===== src/hdl/rtcpsr_pkg.sv =====
// Shared types and constants for the RTCP sender report generator.
// No dependencies; imported by every module of the block.
`default_nettype none

package rtcpsr_pkg;

  // field widths
  localparam int unsigned PacketBytesW = 16;
  localparam int unsigned WordW        = 32;
  localparam int unsigned MsW          = 48;
  localparam int unsigned WallW        = MsW - 1;
  localparam int unsigned CountW       = 64;
  localparam int unsigned IntervalW    = 16;
  localparam int unsigned CfgIndexW    = 8;

  // defaults and fixed values
  localparam int unsigned DefaultHeaderBytes = 12;
  localparam int unsigned DefaultQueueDepth  = 2;
  localparam logic [IntervalW-1:0] ResetIntervalMs = 16'd1000;
  localparam logic [WordW-1:0]     NtpEpochOffset  = 32'd2208988800;

  // wall time split at bit 32: 2^32 = Two32Quo * 1000 + Two32Rem
  localparam int unsigned WallHiW   = WallW - WordW;
  localparam int unsigned Two32QuoW = 23;
  localparam logic [Two32QuoW-1:0] Two32Quo = 23'd4294967;
  localparam int unsigned Two32RemW = 9;
  localparam logic [Two32RemW-1:0] Two32Rem = 9'd296;
  localparam int unsigned SplitW    = WordW + 1;

  // floor(x / 1000) = ((x >> 3) * ceil(2^37 / 125)) >> 37 for x below 2^33
  localparam int unsigned SplitShift = 3;
  localparam int unsigned ScaledW    = SplitW - SplitShift;
  localparam int unsigned RecipW     = 31;
  localparam logic [RecipW-1:0] Recip125 = 31'd1099511628;
  localparam int unsigned RecipShift = 37;
  localparam int unsigned QuoLoW     = 24;

  // ms remainder to fraction: (r * ceil(2^49 / 1000)) >> 17 for r below 1000
  localparam int unsigned RemW      = 10;
  localparam logic [RemW-1:0] MsPerS = 10'd1000;
  localparam int unsigned FracKW    = 40;
  localparam logic [FracKW-1:0] FracK = 40'd562949953422;
  localparam int unsigned FracShift = 17;

  // configuration register indexes
  typedef enum logic [CfgIndexW-1:0] {
    CfgSenderSsrc    = 8'd0,
    CfgReportInterval = 8'd1
  } cfg_reg_e;

  // one due report handed from the front to the back
  typedef struct packed {
    logic [WordW-1:0] ssrc;
    logic [WallW-1:0] wall;
    logic [WordW-1:0] rtp_ts;
    logic [WordW-1:0] packets;
    logic [WordW-1:0] octets;
  } report_entry_t;

endpackage

`default_nettype wire


===== src/hdl/rtcp_sender_report_generator_core.sv =====
// RTCP sender report generator, top level.
// Uses rtcpsr_pkg, rtcpsr_front, rtcpsr_fifo and rtcpsr_ntp.
//
// Usage: one input word per RTP packet sent (size, RTP timestamp, monotonic
// ms, wall-clock ms). Each word updates the 64-bit packet, byte and header
// byte counters. When no report was sent yet, or the report interval has
// elapsed, a sender report word (SSRC, NTP seconds/fraction, RTP timestamp,
// packet and octet counts) comes out on the output channel; otherwise the
// word produces no output. Config writes: index 0 sender SSRC, index 1
// report interval in ms; other indexes are ignored. cfg_ready_o is always high.
// Throughput: one input word per cycle while no report is due. Each report
// passes through the NTP unit in order (pop and split, reciprocal quotient,
// remainder and seconds, output load), and the unit pops no new report until
// the last one is loaded; a two-entry queue absorbs bursts.
// Reset: counters and last report time clear, SSRC 0, interval 1000 ms.
// A stalled receiver holds the output register; the NTP unit and queue then
// fill and in_ready_o drops only when a new report finds no room.
`default_nettype none

module rtcp_sender_report_generator_core #(
  parameter int unsigned HeaderBytes = rtcpsr_pkg::DefaultHeaderBytes,
  parameter int unsigned QueueDepth  = rtcpsr_pkg::DefaultQueueDepth
) (
  input  logic                                clk_i,
  input  logic                                rst_ni,
  input  logic                                cfg_valid_i,
  output logic                                cfg_ready_o,
  input  logic [rtcpsr_pkg::CfgIndexW-1:0]    cfg_index_i,
  input  logic [rtcpsr_pkg::WordW-1:0]        cfg_data_i,
  input  logic                                in_valid_i,
  output logic                                in_ready_o,
  input  logic [rtcpsr_pkg::PacketBytesW-1:0] packet_bytes_i,
  input  logic [rtcpsr_pkg::WordW-1:0]        rtp_timestamp_i,
  input  logic [rtcpsr_pkg::MsW-1:0]          now_ms_i,
  input  logic signed [rtcpsr_pkg::MsW-1:0]   wall_ms_i,
  output logic                                out_valid_o,
  input  logic                                out_ready_i,
  output logic [rtcpsr_pkg::WordW-1:0]        report_ssrc_o,
  output logic [rtcpsr_pkg::WordW-1:0]        ntp_sec_o,
  output logic [rtcpsr_pkg::WordW-1:0]        ntp_frac_o,
  output logic [rtcpsr_pkg::WordW-1:0]        report_rtp_timestamp_o,
  output logic [rtcpsr_pkg::WordW-1:0]        sent_packets_o,
  output logic [rtcpsr_pkg::WordW-1:0]        sent_octets_o
);
  import rtcpsr_pkg::*;

  logic          push_valid;
  logic          push_ready;
  report_entry_t push_entry;
  logic          pop_valid;
  logic          pop_ready;
  report_entry_t pop_entry;

  // counters and report decision
  rtcpsr_front #(
    .HeaderBytes(HeaderBytes)
  ) u_front (
    .clk_i          (clk_i),
    .rst_ni         (rst_ni),
    .cfg_valid_i    (cfg_valid_i),
    .cfg_ready_o    (cfg_ready_o),
    .cfg_index_i    (cfg_index_i),
    .cfg_data_i     (cfg_data_i),
    .in_valid_i     (in_valid_i),
    .in_ready_o     (in_ready_o),
    .packet_bytes_i (packet_bytes_i),
    .rtp_timestamp_i(rtp_timestamp_i),
    .now_ms_i       (now_ms_i),
    .wall_ms_i      (wall_ms_i),
    .push_valid_o   (push_valid),
    .push_ready_i   (push_ready),
    .push_entry_o   (push_entry)
  );

  // due reports waiting for the NTP unit
  rtcpsr_fifo #(
    .QueueDepth(QueueDepth)
  ) u_fifo (
    .clk_i       (clk_i),
    .rst_ni      (rst_ni),
    .push_valid_i(push_valid),
    .push_ready_o(push_ready),
    .push_entry_i(push_entry),
    .pop_valid_o (pop_valid),
    .pop_ready_i (pop_ready),
    .pop_entry_o (pop_entry)
  );

  // NTP conversion and output register
  rtcpsr_ntp u_ntp (
    .clk_i                 (clk_i),
    .rst_ni                (rst_ni),
    .pop_valid_i           (pop_valid),
    .pop_ready_o           (pop_ready),
    .pop_entry_i           (pop_entry),
    .out_valid_o           (out_valid_o),
    .out_ready_i           (out_ready_i),
    .report_ssrc_o         (report_ssrc_o),
    .ntp_sec_o             (ntp_sec_o),
    .ntp_frac_o            (ntp_frac_o),
    .report_rtp_timestamp_o(report_rtp_timestamp_o),
    .sent_packets_o        (sent_packets_o),
    .sent_octets_o         (sent_octets_o)
  );

endmodule

`default_nettype wire


===== src/hdl/rtcpsr_front.sv =====
// Front end: config registers, running counters and report-due decision.
// Depends on rtcpsr_pkg; pushes due reports into rtcpsr_fifo.
`default_nettype none

module rtcpsr_front #(
  parameter int unsigned HeaderBytes = rtcpsr_pkg::DefaultHeaderBytes
) (
  input  logic                                    clk_i,
  input  logic                                    rst_ni,
  input  logic                                    cfg_valid_i,
  output logic                                    cfg_ready_o,
  input  logic [rtcpsr_pkg::CfgIndexW-1:0]        cfg_index_i,
  input  logic [rtcpsr_pkg::WordW-1:0]            cfg_data_i,
  input  logic                                    in_valid_i,
  output logic                                    in_ready_o,
  input  logic [rtcpsr_pkg::PacketBytesW-1:0]     packet_bytes_i,
  input  logic [rtcpsr_pkg::WordW-1:0]            rtp_timestamp_i,
  input  logic [rtcpsr_pkg::MsW-1:0]              now_ms_i,
  input  logic signed [rtcpsr_pkg::MsW-1:0]       wall_ms_i,
  output logic                                    push_valid_o,
  input  logic                                    push_ready_i,
  output rtcpsr_pkg::report_entry_t               push_entry_o
);
  import rtcpsr_pkg::*;

  logic [WordW-1:0]     ssrc_q, ssrc_d;
  logic [IntervalW-1:0] interval_q, interval_d;
  logic [CountW-1:0]    packets_q, packets_d;
  logic [CountW-1:0]    bytes_q, bytes_d;
  logic [CountW-1:0]    hdr_q, hdr_d;
  logic [MsW-1:0]       last_q, last_d;
  logic                 s1_valid_q, s1_valid_d;
  logic [WordW-1:0]     s1_ts_q;
  logic [MsW-1:0]       s1_now_q;
  logic [WallW-1:0]     s1_wall_q;

  logic                 in_fire;
  logic                 s1_fire;
  logic                 due;
  logic [MsW:0]         elapsed;
  logic [CountW:0]      net_bytes;

  assign cfg_ready_o = 1'b1;

  // report due: never reported, or interval passed without time going back
  assign elapsed = {1'b0, s1_now_q} - {1'b0, last_q};
  assign due = (last_q == '0) ||
               (!elapsed[MsW] && (elapsed[MsW-1:0] >= MsW'(interval_q)));

  // octets net of header bytes, unless that would go below zero
  assign net_bytes = {1'b0, bytes_q} - {1'b0, hdr_q};

  // stage hands off when no report is due or the queue takes it
  assign s1_fire    = s1_valid_q && (!due || push_ready_i);
  assign in_ready_o = !s1_valid_q || s1_fire;
  assign in_fire    = in_valid_i && in_ready_o;

  assign push_valid_o         = s1_valid_q && due;
  assign push_entry_o.ssrc    = ssrc_q;
  assign push_entry_o.wall    = s1_wall_q;
  assign push_entry_o.rtp_ts  = s1_ts_q;
  assign push_entry_o.packets = packets_q[WordW-1:0];
  assign push_entry_o.octets  = net_bytes[CountW] ? bytes_q[WordW-1:0]
                                                  : net_bytes[WordW-1:0];

  // config writes
  always_comb begin
    ssrc_d     = ssrc_q;
    interval_d = interval_q;
    if (cfg_valid_i) begin
      if (cfg_index_i == CfgSenderSsrc) begin
        ssrc_d = cfg_data_i;
      end
      if (cfg_index_i == CfgReportInterval) begin
        interval_d = cfg_data_i[IntervalW-1:0];
      end
    end
  end

  // counters advance on every accepted word
  always_comb begin
    packets_d  = packets_q;
    bytes_d    = bytes_q;
    hdr_d      = hdr_q;
    last_d     = last_q;
    s1_valid_d = s1_valid_q;
    if (s1_fire) begin
      s1_valid_d = 1'b0;
      if (due) begin
        last_d = s1_now_q;
      end
    end
    if (in_fire) begin
      packets_d  = packets_q + CountW'(1);
      bytes_d    = bytes_q + CountW'(packet_bytes_i);
      hdr_d      = hdr_q + CountW'(HeaderBytes);
      s1_valid_d = 1'b1;
    end
  end

  always_ff @(posedge clk_i or negedge rst_ni) begin
    if (!rst_ni) begin
      ssrc_q     <= '0;
      interval_q <= ResetIntervalMs;
      packets_q  <= '0;
      bytes_q    <= '0;
      hdr_q      <= '0;
      last_q     <= '0;
      s1_valid_q <= 1'b0;
    end else begin
      ssrc_q     <= ssrc_d;
      interval_q <= interval_d;
      packets_q  <= packets_d;
      bytes_q    <= bytes_d;
      hdr_q      <= hdr_d;
      last_q     <= last_d;
      s1_valid_q <= s1_valid_d;
    end
  end

  // item payload, wall time clamped at zero
  always_ff @(posedge clk_i) begin
    if (in_fire) begin
      s1_ts_q   <= rtp_timestamp_i;
      s1_now_q  <= now_ms_i;
      s1_wall_q <= wall_ms_i[MsW-1] ? '0 : wall_ms_i[WallW-1:0];
    end
  end

endmodule

`default_nettype wire


===== src/hdl/rtcpsr_fifo.sv =====
// Short queue of due reports between the front and the back.
// Depends on rtcpsr_pkg for the entry type.
`default_nettype none

module rtcpsr_fifo #(
  parameter int unsigned QueueDepth = rtcpsr_pkg::DefaultQueueDepth
) (
  input  logic                      clk_i,
  input  logic                      rst_ni,
  input  logic                      push_valid_i,
  output logic                      push_ready_o,
  input  rtcpsr_pkg::report_entry_t push_entry_i,
  output logic                      pop_valid_o,
  input  logic                      pop_ready_i,
  output rtcpsr_pkg::report_entry_t pop_entry_o
);
  import rtcpsr_pkg::*;

  localparam int unsigned PtrW = (QueueDepth > 1) ? $clog2(QueueDepth) : 1;
  localparam int unsigned CntW = $clog2(QueueDepth + 1);
  localparam logic [PtrW-1:0] LastPtr = PtrW'(QueueDepth - 1);

  report_entry_t     mem_q [QueueDepth];
  logic [PtrW-1:0]   wr_ptr_q, wr_ptr_d;
  logic [PtrW-1:0]   rd_ptr_q, rd_ptr_d;
  logic [CntW-1:0]   count_q, count_d;
  logic              push_fire;
  logic              pop_fire;

  assign push_ready_o = (count_q != CntW'(QueueDepth));
  assign pop_valid_o  = (count_q != '0);
  assign pop_entry_o  = mem_q[rd_ptr_q];
  assign push_fire    = push_valid_i && push_ready_o;
  assign pop_fire     = pop_valid_o && pop_ready_i;

  // pointer and fill bookkeeping
  always_comb begin
    wr_ptr_d = wr_ptr_q;
    rd_ptr_d = rd_ptr_q;
    count_d  = count_q;
    if (push_fire) begin
      wr_ptr_d = (wr_ptr_q == LastPtr) ? '0 : wr_ptr_q + PtrW'(1);
    end
    if (pop_fire) begin
      rd_ptr_d = (rd_ptr_q == LastPtr) ? '0 : rd_ptr_q + PtrW'(1);
    end
    unique case ({push_fire, pop_fire})
      2'b10:   count_d = count_q + CntW'(1);
      2'b01:   count_d = count_q - CntW'(1);
      default: count_d = count_q;
    endcase
  end

  always_ff @(posedge clk_i or negedge rst_ni) begin
    if (!rst_ni) begin
      wr_ptr_q <= '0;
      rd_ptr_q <= '0;
      count_q  <= '0;
    end else begin
      wr_ptr_q <= wr_ptr_d;
      rd_ptr_q <= rd_ptr_d;
      count_q  <= count_d;
    end
  end

  // storage write
  always_ff @(posedge clk_i) begin
    if (push_fire) begin
      mem_q[wr_ptr_q] <= push_entry_i;
    end
  end

endmodule

`default_nettype wire


===== src/hdl/rtcpsr_ntp.sv =====
// Back end: NTP seconds and fraction by reciprocal multiplication over a sequence
// of states, then the output register. Depends on rtcpsr_pkg.
`default_nettype none

module rtcpsr_ntp (
  input  logic                          clk_i,
  input  logic                          rst_ni,
  input  logic                          pop_valid_i,
  output logic                          pop_ready_o,
  input  rtcpsr_pkg::report_entry_t     pop_entry_i,
  output logic                          out_valid_o,
  input  logic                          out_ready_i,
  output logic [rtcpsr_pkg::WordW-1:0]  report_ssrc_o,
  output logic [rtcpsr_pkg::WordW-1:0]  ntp_sec_o,
  output logic [rtcpsr_pkg::WordW-1:0]  ntp_frac_o,
  output logic [rtcpsr_pkg::WordW-1:0]  report_rtp_timestamp_o,
  output logic [rtcpsr_pkg::WordW-1:0]  sent_packets_o,
  output logic [rtcpsr_pkg::WordW-1:0]  sent_octets_o
);
  import rtcpsr_pkg::*;

  typedef enum logic [3:0] {
    StIdle = 4'b0001,
    StQuot = 4'b0010,
    StRem  = 4'b0100,
    StHold = 4'b1000
  } ntp_state_e;

  ntp_state_e                   state_q, state_d;
  report_entry_t                entry_q;
  logic [WordW-1:0]             hi_q;
  logic [SplitW-1:0]            split_q;
  logic [QuoLoW-1:0]            quo_lo_q;
  logic [WordW-1:0]             sec_acc_q;
  logic [RemW-1:0]              rem_q;
  logic                         out_valid_q, out_valid_d;
  logic [WordW-1:0]             ssrc_q, sec_q, frac_q, ts_q, pkt_q, oct_q;

  logic [WallHiW-1:0]           wall_hi;
  logic [WordW-1:0]             wall_lo;
  logic [WallHiW+Two32QuoW-1:0] hi_prod;
  logic [WallHiW+Two32RemW-1:0] hi_rem_prod;
  logic [SplitW-1:0]            split_sum;
  logic [ScaledW-1:0]           split_div8;
  logic [ScaledW+RecipW-1:0]    recip_prod;
  logic [2*RemW-1:0]            quo_scaled;
  logic [RemW-1:0]              rem_val;
  logic [RemW+FracKW-1:0]       frac_prod;
  logic                         pop_fire;
  logic                         out_load;

  assign pop_ready_o = (state_q == StIdle);
  assign pop_fire    = pop_valid_i && pop_ready_o;
  assign out_load    = (state_q == StHold) && (!out_valid_q || out_ready_i);

  // wall = hi * 2^32 + lo, so wall / 1000 = hi * Two32Quo + split / 1000
  assign wall_hi     = pop_entry_i.wall[WallW-1:WordW];
  assign wall_lo     = pop_entry_i.wall[WordW-1:0];
  assign hi_prod     = wall_hi * Two32Quo;
  assign hi_rem_prod = wall_hi * Two32Rem;
  assign split_sum   = SplitW'(hi_rem_prod) + SplitW'(wall_lo);

  // quotient of the split part through the reciprocal of 125
  assign split_div8 = split_q[SplitW-1:SplitShift];
  assign recip_prod = split_div8 * Recip125;

  // ms remainder from the low bits only, it stays below 1000
  assign quo_scaled = quo_lo_q[RemW-1:0] * MsPerS;
  assign rem_val    = split_q[RemW-1:0] - quo_scaled[RemW-1:0];

  // fraction of a second scaled to 2^32
  assign frac_prod = rem_q * FracK;

  // sequencer
  always_comb begin
    state_d     = state_q;
    out_valid_d = out_valid_q;
    if (out_valid_q && out_ready_i) begin
      out_valid_d = 1'b0;
    end
    unique case (state_q)
      StIdle: begin
        if (pop_fire) begin
          state_d = StQuot;
        end
      end
      StQuot: begin
        state_d = StRem;
      end
      StRem: begin
        state_d = StHold;
      end
      StHold: begin
        if (out_load) begin
          out_valid_d = 1'b1;
          state_d     = StIdle;
        end
      end
      default: begin
        state_d = StIdle;
      end
    endcase
  end

  always_ff @(posedge clk_i or negedge rst_ni) begin
    if (!rst_ni) begin
      state_q     <= StIdle;
      out_valid_q <= 1'b0;
    end else begin
      state_q     <= state_d;
      out_valid_q <= out_valid_d;
    end
  end

  // conversion datapath and captured report fields
  always_ff @(posedge clk_i) begin
    if (pop_fire) begin
      entry_q <= pop_entry_i;
      hi_q    <= hi_prod[WordW-1:0];
      split_q <= split_sum;
    end
    if (state_q == StQuot) begin
      quo_lo_q <= recip_prod[RecipShift+QuoLoW-1:RecipShift];
    end
    if (state_q == StRem) begin
      rem_q     <= rem_val;
      sec_acc_q <= hi_q + WordW'(quo_lo_q) + NtpEpochOffset;
    end
  end

  // output register
  always_ff @(posedge clk_i) begin
    if (out_load) begin
      ssrc_q <= entry_q.ssrc;
      sec_q  <= sec_acc_q;
      frac_q <= frac_prod[FracShift+WordW-1:FracShift];
      ts_q   <= entry_q.rtp_ts;
      pkt_q  <= entry_q.packets;
      oct_q  <= entry_q.octets;
    end
  end

  assign out_valid_o            = out_valid_q;
  assign report_ssrc_o          = ssrc_q;
  assign ntp_sec_o              = sec_q;
  assign ntp_frac_o             = frac_q;
  assign report_rtp_timestamp_o = ts_q;
  assign sent_packets_o         = pkt_q;
  assign sent_octets_o          = oct_q;

endmodule

`default_nettype wire


===== config.mk =====
export PLATFORM = sky130hd
export DESIGN_NAME = rtcp_sender_report_generator_core
export DESIGN_NICKNAME = d
export VERILOG_FILES = /design/src/hdl/rtcpsr_pkg.sv /design/src/hdl/rtcp_sender_report_generator_core.sv /design/src/hdl/rtcpsr_front.sv /design/src/hdl/rtcpsr_fifo.sv /design/src/hdl/rtcpsr_ntp.sv
export SDC_FILE = /design/constraint.sdc
export NUM_CORES = 2
export LEC_CHECK = 0
export ABC_AREA = 1
export BUFFER_PORTS_ARGS = -buffer_cell sky130_fd_sc_hd__buf_2
export CORE_ASPECT_RATIO = 0.6
export CORE_MARGIN = 2
export CORE_UTILIZATION = 40
export CTS_CLUSTER_DIAMETER = 30
export DETAILED_ROUTE_END_ITERATION = 7
export PLACE_DENSITY = 0.57
export SLEW_MARGIN = 10
export SYNTH_ARGS = -nofsm -noshare
export SYNTH_HDL_FRONTEND = slang
export SYNTH_SLANG_ARGS = --single-unit

===== constraint.sdc =====
create_clock -name clk_i -period 28.9 [get_ports clk_i]
set_input_delay 7.225 -clock clk_i [delete_from_list [all_inputs] [get_ports clk_i]]
set_output_delay 7.225 -clock clk_i [all_outputs]
set_load 0.02 [all_outputs]

* After elaboration in Yosys (flattened, before gate mapping)
Memory sizes are Yosys's and may differ from the RTL's.
Index checks and enable logic that the tools add are counted.
W data, S select, Z words.
** Storage, ports and cells
- Bits in registers :: 876
- Bits in writable memories :: 350
- Memories :: 1
- Bits of input ports :: 189
** Memories
- u_fifo.mem_q :: depth 2, bits a word 175, read ports 1, clocked after memory_dff 0, write ports 1, line rtcpsr_fifo.sv:23 : report_entry_t mem_q [QueueDepth];
** Operators by class
- Mux-type cells :: 14
- Reductions and logical operators :: 25
- Add/subtract/negate cells :: 13
- Magnitude comparators :: 1
- Equality and inequality tests :: 10
- Multiply operators :: 5
** Operators with widths (number)
- $sub A64 B64 Y65 :: 1
- $add A64 B1 Y64 const B :: 1
- $add A64 B16 Y64 :: 1
- $add A64 B4 Y64 const B :: 1
- $mul A30 B29 Y59 const B :: 1
- $sub A48 B48 Y49 :: 1
- $ge A48 B16 Y1 :: 1
- $logic_not A48 Y1 :: 1
- $mul A10 B39 Y48 const B :: 1
- $add A24 B32 Y33 :: 1
- $add A32 B24 Y32 :: 1
- $add A32 B32 Y32 const B :: 1
- $mul A15 B23 Y32 const B :: 1
- $mux W32 :: 1
- $mul A15 B6 Y21 const B :: 1
- $pmux W4 S4 :: 1
- $mul A10 B7 Y7 const B :: 1
- $sub A10 B10 Y10 :: 1
- $mux W1 :: 9
- $eq A8 B1 Y1 const B :: 1
- $logic_and A1 B1 Y1 :: 8
- $logic_not A8 Y1 :: 1
- $mux W4 :: 2
- $reduce_and A2 Y1 :: 4
- 15 further kinds :: 25

* Longest topological paths before layout
- Word-level depth :: 10
- Gate-level depth with buffers :: 35
- Mapped depth without buffers :: 32

* Cells and area by module
From an unflattened synthesis, not the netlist that was laid out.
** Unflattened totals
- Cells, all modules :: 10015
- Area, all modules :: 87759.2 um2
** Modules (own cells, without submodules)
- rtcpsr_ntp :: instances 1, seq. area each 13669.4 um2, area each 48064.8 um2, cells an instance 5344
- rtcpsr_front :: instances 1, seq. area each 10202.3 um2, area each 26684.3 um2, cells an instance 3727
- rtcpsr_fifo :: instances 1, seq. area each 10610.2 um2, area each 13010.0 um2, cells an instance 944

* Least setup slack after synthesis
Ideal clock, no wire load.
- Path kind :: reg-to-reg
- From :: reg u_ntp.state_q[1]
- To :: reg u_fifo.count_q[1]
- Stages on the path, launching flop included :: 6
- Library setup time :: 0.131 ns
- Buffers on the path :: 0
- Slack :: 7.154 ns
- Data required time :: 28.769 ns
- Arrival :: 21.615 ns
- Period minus slack after synthesis :: 21.746 ns
- Path through :: dfrtp_1 > nor4_1 > ha_1 > a21oi_1 > o21ai_0 > xor2_1
** On the way
- Cells in the longest elaborated chain, start to end :: 4
** RTL lines
- start: declaration :: line rtcpsr_ntp.sv:29 : ntp_state_e state_q, state_d;
- start signal: assignment :: line rtcpsr_ntp.sv:107 : state_q <= StIdle;
- start signal: assignment :: line rtcpsr_ntp.sv:110 : state_q <= state_d;
- $eq A4 B1 Y1 (*) :: line rtcpsr_ntp.sv:52 : assign pop_ready_o = (state_q == StIdle);
- $logic_and A1 B1 Y1 (*) :: line rtcpsr_fifo.sv:34 : assign pop_fire = pop_valid_o && pop_ready_i;
- net u_fifo.pop_fire :: line rtcpsr_fifo.sv:28 : logic pop_fire;
- $eq A2 B1 Y1 or $eq A2 B2 Y1 (tied branches) :: line rtcpsr_fifo.sv:47 : unique case ({push_fire, pop_fire})
- $pmux W2 S2 or $reduce_bool A2 Y1 (tied branches)
- end signal: assignment :: line rtcpsr_fifo.sv:62 : count_q <= count_d;
- end: declaration :: line rtcpsr_fifo.sv:26 : logic [CntW-1:0] count_q, count_d;
The timed path passes the listed nets; every way through them passes the cells marked *.
A chain may end at the register's enable or synchronous reset.

* Worst setup path in the final report
- From :: reg u_front.s1_now_q[0]
- To :: out in_ready_o
** On the way
- Cells in the longest elaborated chain, start to end :: 8
** RTL lines
- start: declaration :: line rtcpsr_front.sv:34 : logic [MsW-1:0] s1_now_q;
- start signal: assignment :: line rtcpsr_front.sv:125 : s1_now_q <= now_ms_i;
- $sub A48 B48 Y49 (*) :: line rtcpsr_front.sv:46 : assign elapsed = {1'b0, s1_now_q} - {1'b0, last_q};
- $ge A48 B16 Y1 or $logic_not A1 Y1 (tied branches) :: line rtcpsr_front.sv:48 : (!elapsed[MsW] && (elapsed[MsW-1:0] >= MsW'(interval_q)));
- $logic_and A1 B1 Y1 (*) :: line rtcpsr_front.sv:48
- $logic_or A1 B1 Y1 (*) :: line rtcpsr_front.sv:47 : assign due = (last_q == '0) ||
- $logic_not A1 Y1 (*) :: line rtcpsr_front.sv:54 : assign s1_fire = s1_valid_q && (!due || push_ready_i);
- $logic_or A1 B1 Y1 (*) :: line rtcpsr_front.sv:54
- $logic_and A1 B1 Y1 (*) :: line rtcpsr_front.sv:54
- $logic_or A1 B1 Y1 (*) :: line rtcpsr_front.sv:55 : assign in_ready_o = !s1_valid_q || s1_fire;
- end: declaration :: line rtcp_sender_report_generator_core.sv:31 : output logic in_ready_o,
Mark *: on every way between the ends. The rest lies on a longest branch, timed or not.

==> impl_metrics.tcl <==
set metrics [dict create \
    status "finished, final reports clean" \
    num_vias 58800 \
    syn_nets 9818 \
    cts-hold-fix-buffers 0 \
    die_w_um 589 \
    areaGrowthSynthToFinish_pct 15.0 \
    ioPinCount 384 \
    drc 0 \
    max_cap_viol_count 0 \
    postRouteAntennaNets 0 \
    die_area_sq_um 209000 \
    post_cts_buffers 0 \
    hold_viol 0 \
    place_congestion 0.954 \
    firstDrtPassIters 6 \
    post-dp-hpwl_mm 184 \
    cts_tree "built" \
    hold_path.class "reg -> reg" \
    cts_buffers 210 \
    holdWs_ns 0.371 \
    netlist_area_sq_um 82200 \
    core.rowCount 128 \
    routed_wl_mm 234 \
    worstPathBufferInverterCount 3 \
    ys_seq_area_share_pct 41.9 \
    ys.flop_type "edfxtp_1" \
    end_kind "output port" \
    worstPathMaxFanout 34 \
    synth_seq_cells 1192 \
    worst_pin_slew_ns 1.12 \
    cts_buffer_depth 4 \
    period_needed_ns 12.27 \
    clock_skew_ns 0.138 \
    fillers 19100 \
    critical_path.top_delay_family "simple AND/OR/NAND/NOR gates" \
    required_ns 21.67 \
    grt_usage_pct 22.4 \
    wl_per_cell_um 20.0 \
    synth_cells 8250 \
    clk_pin_slew_ns 0.05 \
    drive_gt1_share_pct 11.1 \
    start_kind "flip-flop" \
    crit_arrival_ns 5.05 \
    cts_sinks 1192 \
    synth-edff-count 928 \
    drt-initial-drc-count 4767 \
    slowest_delay_ns 0.46 \
    setup_viol 0 \
    slew_headroom_pct 24.8 \
    multi_input_area_sq_um 40800 \
    critPathKind "reg -> out" \
    grt_pass1_vias 59000 \
    postSynthAreaPerCell_sq_um 9.97 \
    worstSkewPairLatency_ns 0.88 \
    ys_warn_count 0 \
    core_sq_um 204000 \
    async_flop_share_pct 22.1 \
    rsz0062_at_grt "false" \
    antenna_found_initial 20 \
    tns_ns 0 \
    grt_start_max_net_pins 142 \
    cts_resized 0 \
    io_buffers 382 \
    start_util_pct 40.4 \
    slew_viol_final 0 \
    yosysUniqueCellTypes 59 \
    cts-root-buf "clkbuf_16" \
    fin_crit_sh_pct 42.5 \
    grt_first_pass_wirelength_mm 359 \
    max_freq_ghz 0.0815 \
    path_common_cell "nand2_1" \
    final_nets 10400 \
    fp.dieH_um 355 \
    seq_area_sq_um 34500 \
    cp_slowest_cell "fa_1" \
    htree_levels 4 \
    vias_per_cell 5.03 \
    gr-total-overflow 0 \
]
path summary, 6_finish.rpt:
kind	startpoint	cells after the start	slack (ns)	to
worst min-delay path	u_front.s1_ts_q[30]	0	0.37	u_fifo.mem_q[1][94]
worst max-delay path	u_front.s1_now_q[0]	28	16.63	in_ready_o
max in group asynchronous	rst_ni	3	20.48	u_front.packets_q[22]
min in group asynchronous	rst_ni	1	6.34	u_front.last_q[21]
worst max register to register	u_ntp.split_q[24]	26	20.96	u_ntp.quo_lo_q[18]
worst min register to register	u_front.s1_ts_q[30]	0	0.37	u_fifo.mem_q[1][94]
final cells by class:
type | count | share of cell area, %
multi-input cells | 5248 | 43.2
repair buffers | 428 | 2.44
diodes | 2 | 0.00529
inverters | 1708 | 6.79
clock buffers | 237 | 5.82
flip-flops and latches | 1192 | 36.5
clock inverters | 148 | 1.65
well taps | 2730 | 3.61
cell usage in the layout, fill, tap and decap left out, drive strengths merged, types with 4 or more instances in the layout:
master    synthesis  final
inv            1707   1752
nand2          1435   1435
edfxtp          928    928
ha              913    913
nor2            524    524
fa              466    466
buf              43    428
a21oi           344    344
nand3           306    306
o21ai           286    286
xor2            264    264
dfrtp           257    257
clkbuf           59    237
mux2            169    169
xnor2           106    106
nor3             93     93
nand4            76     76
nor4             66     66
clkinv            1     65
a31oi            37     37
clkinvlp          0     24
a21o             23     23
o21a             17     17
o21bai           17     17
a21boi           16     16
bufinv            0     15
nand3b           13     13
o211ai           10     10
o221ai           10     10
or2              10     10
o31ai             9      9
a211oi            9      9
dfstp             7      7
a221oi            6      6
o2111ai           5      5
and2              4      4
synthesized netlist by cell type, types with 169 or more instances:
cell      count  area (sq um)
mux2_2      169          1900
dfrtp_1     257          6430
nor2_1      521          1960
fa_1        466          9330
ha_1        913         11400
a21oi_1     344          1720
edfxtp_1    928         27900
o21ai_0     262          1310
nand3_1     304          1520
nand2_1    1433          5380
inv_1      1702          6390
xor2_1      264          2310
per-stage QoR:
stage                     area, sq um  utilization [%]  setup slack (ns)  std cells
after floorplan                 82200                -              7.15       8250
after detailed placement        87500             43.0             17.40      11300
final                           94500             46.4             16.63      11700
after CTS                       94500             46.4             16.51      11700
after global placement          87500             43.0             17.32      11300
after global routing            94500             46.4             16.18      11700
routing by layer:
metal	track usage, %	vias up	routed length, um
met4	3.59	22	3090
li1	-	28100	-
met1	36.1	28600	122000
met3	5.17	247	18300
met2	30.4	1779	90800
met5	0	-	141
kinds of logic after synthesis:
| group | synth area share (%) |
|---|---|
| simple gates | 12.7 |
| buf+inv | 8.44 |
| compound gates | 5.36 |
| flops | 41.9 |
| mux | 2.33 |
| fa+ha+maj | 25.2 |
| xor+xnor | 3.94 |
| other cells | 0.00456 |
registers in the layout (all words and copies together), names as in the netlist, 33 cells and up:
| signal | cells |
|---|---|
| u_ntp.split_q | 33 |
| u_front.bytes_q | 64 |
| u_fifo.mem_q | 350 |
| u_ntp.entry_q | 128 |
| u_front.s1_wall_q | 47 |
| u_front.last_q | 48 |
| u_front.hdr_q | 62 |
| u_front.s1_now_q | 48 |
Power is not shown: default switching activity piles up to over one toggle a cycle in this logic, so the estimate is an artifact.
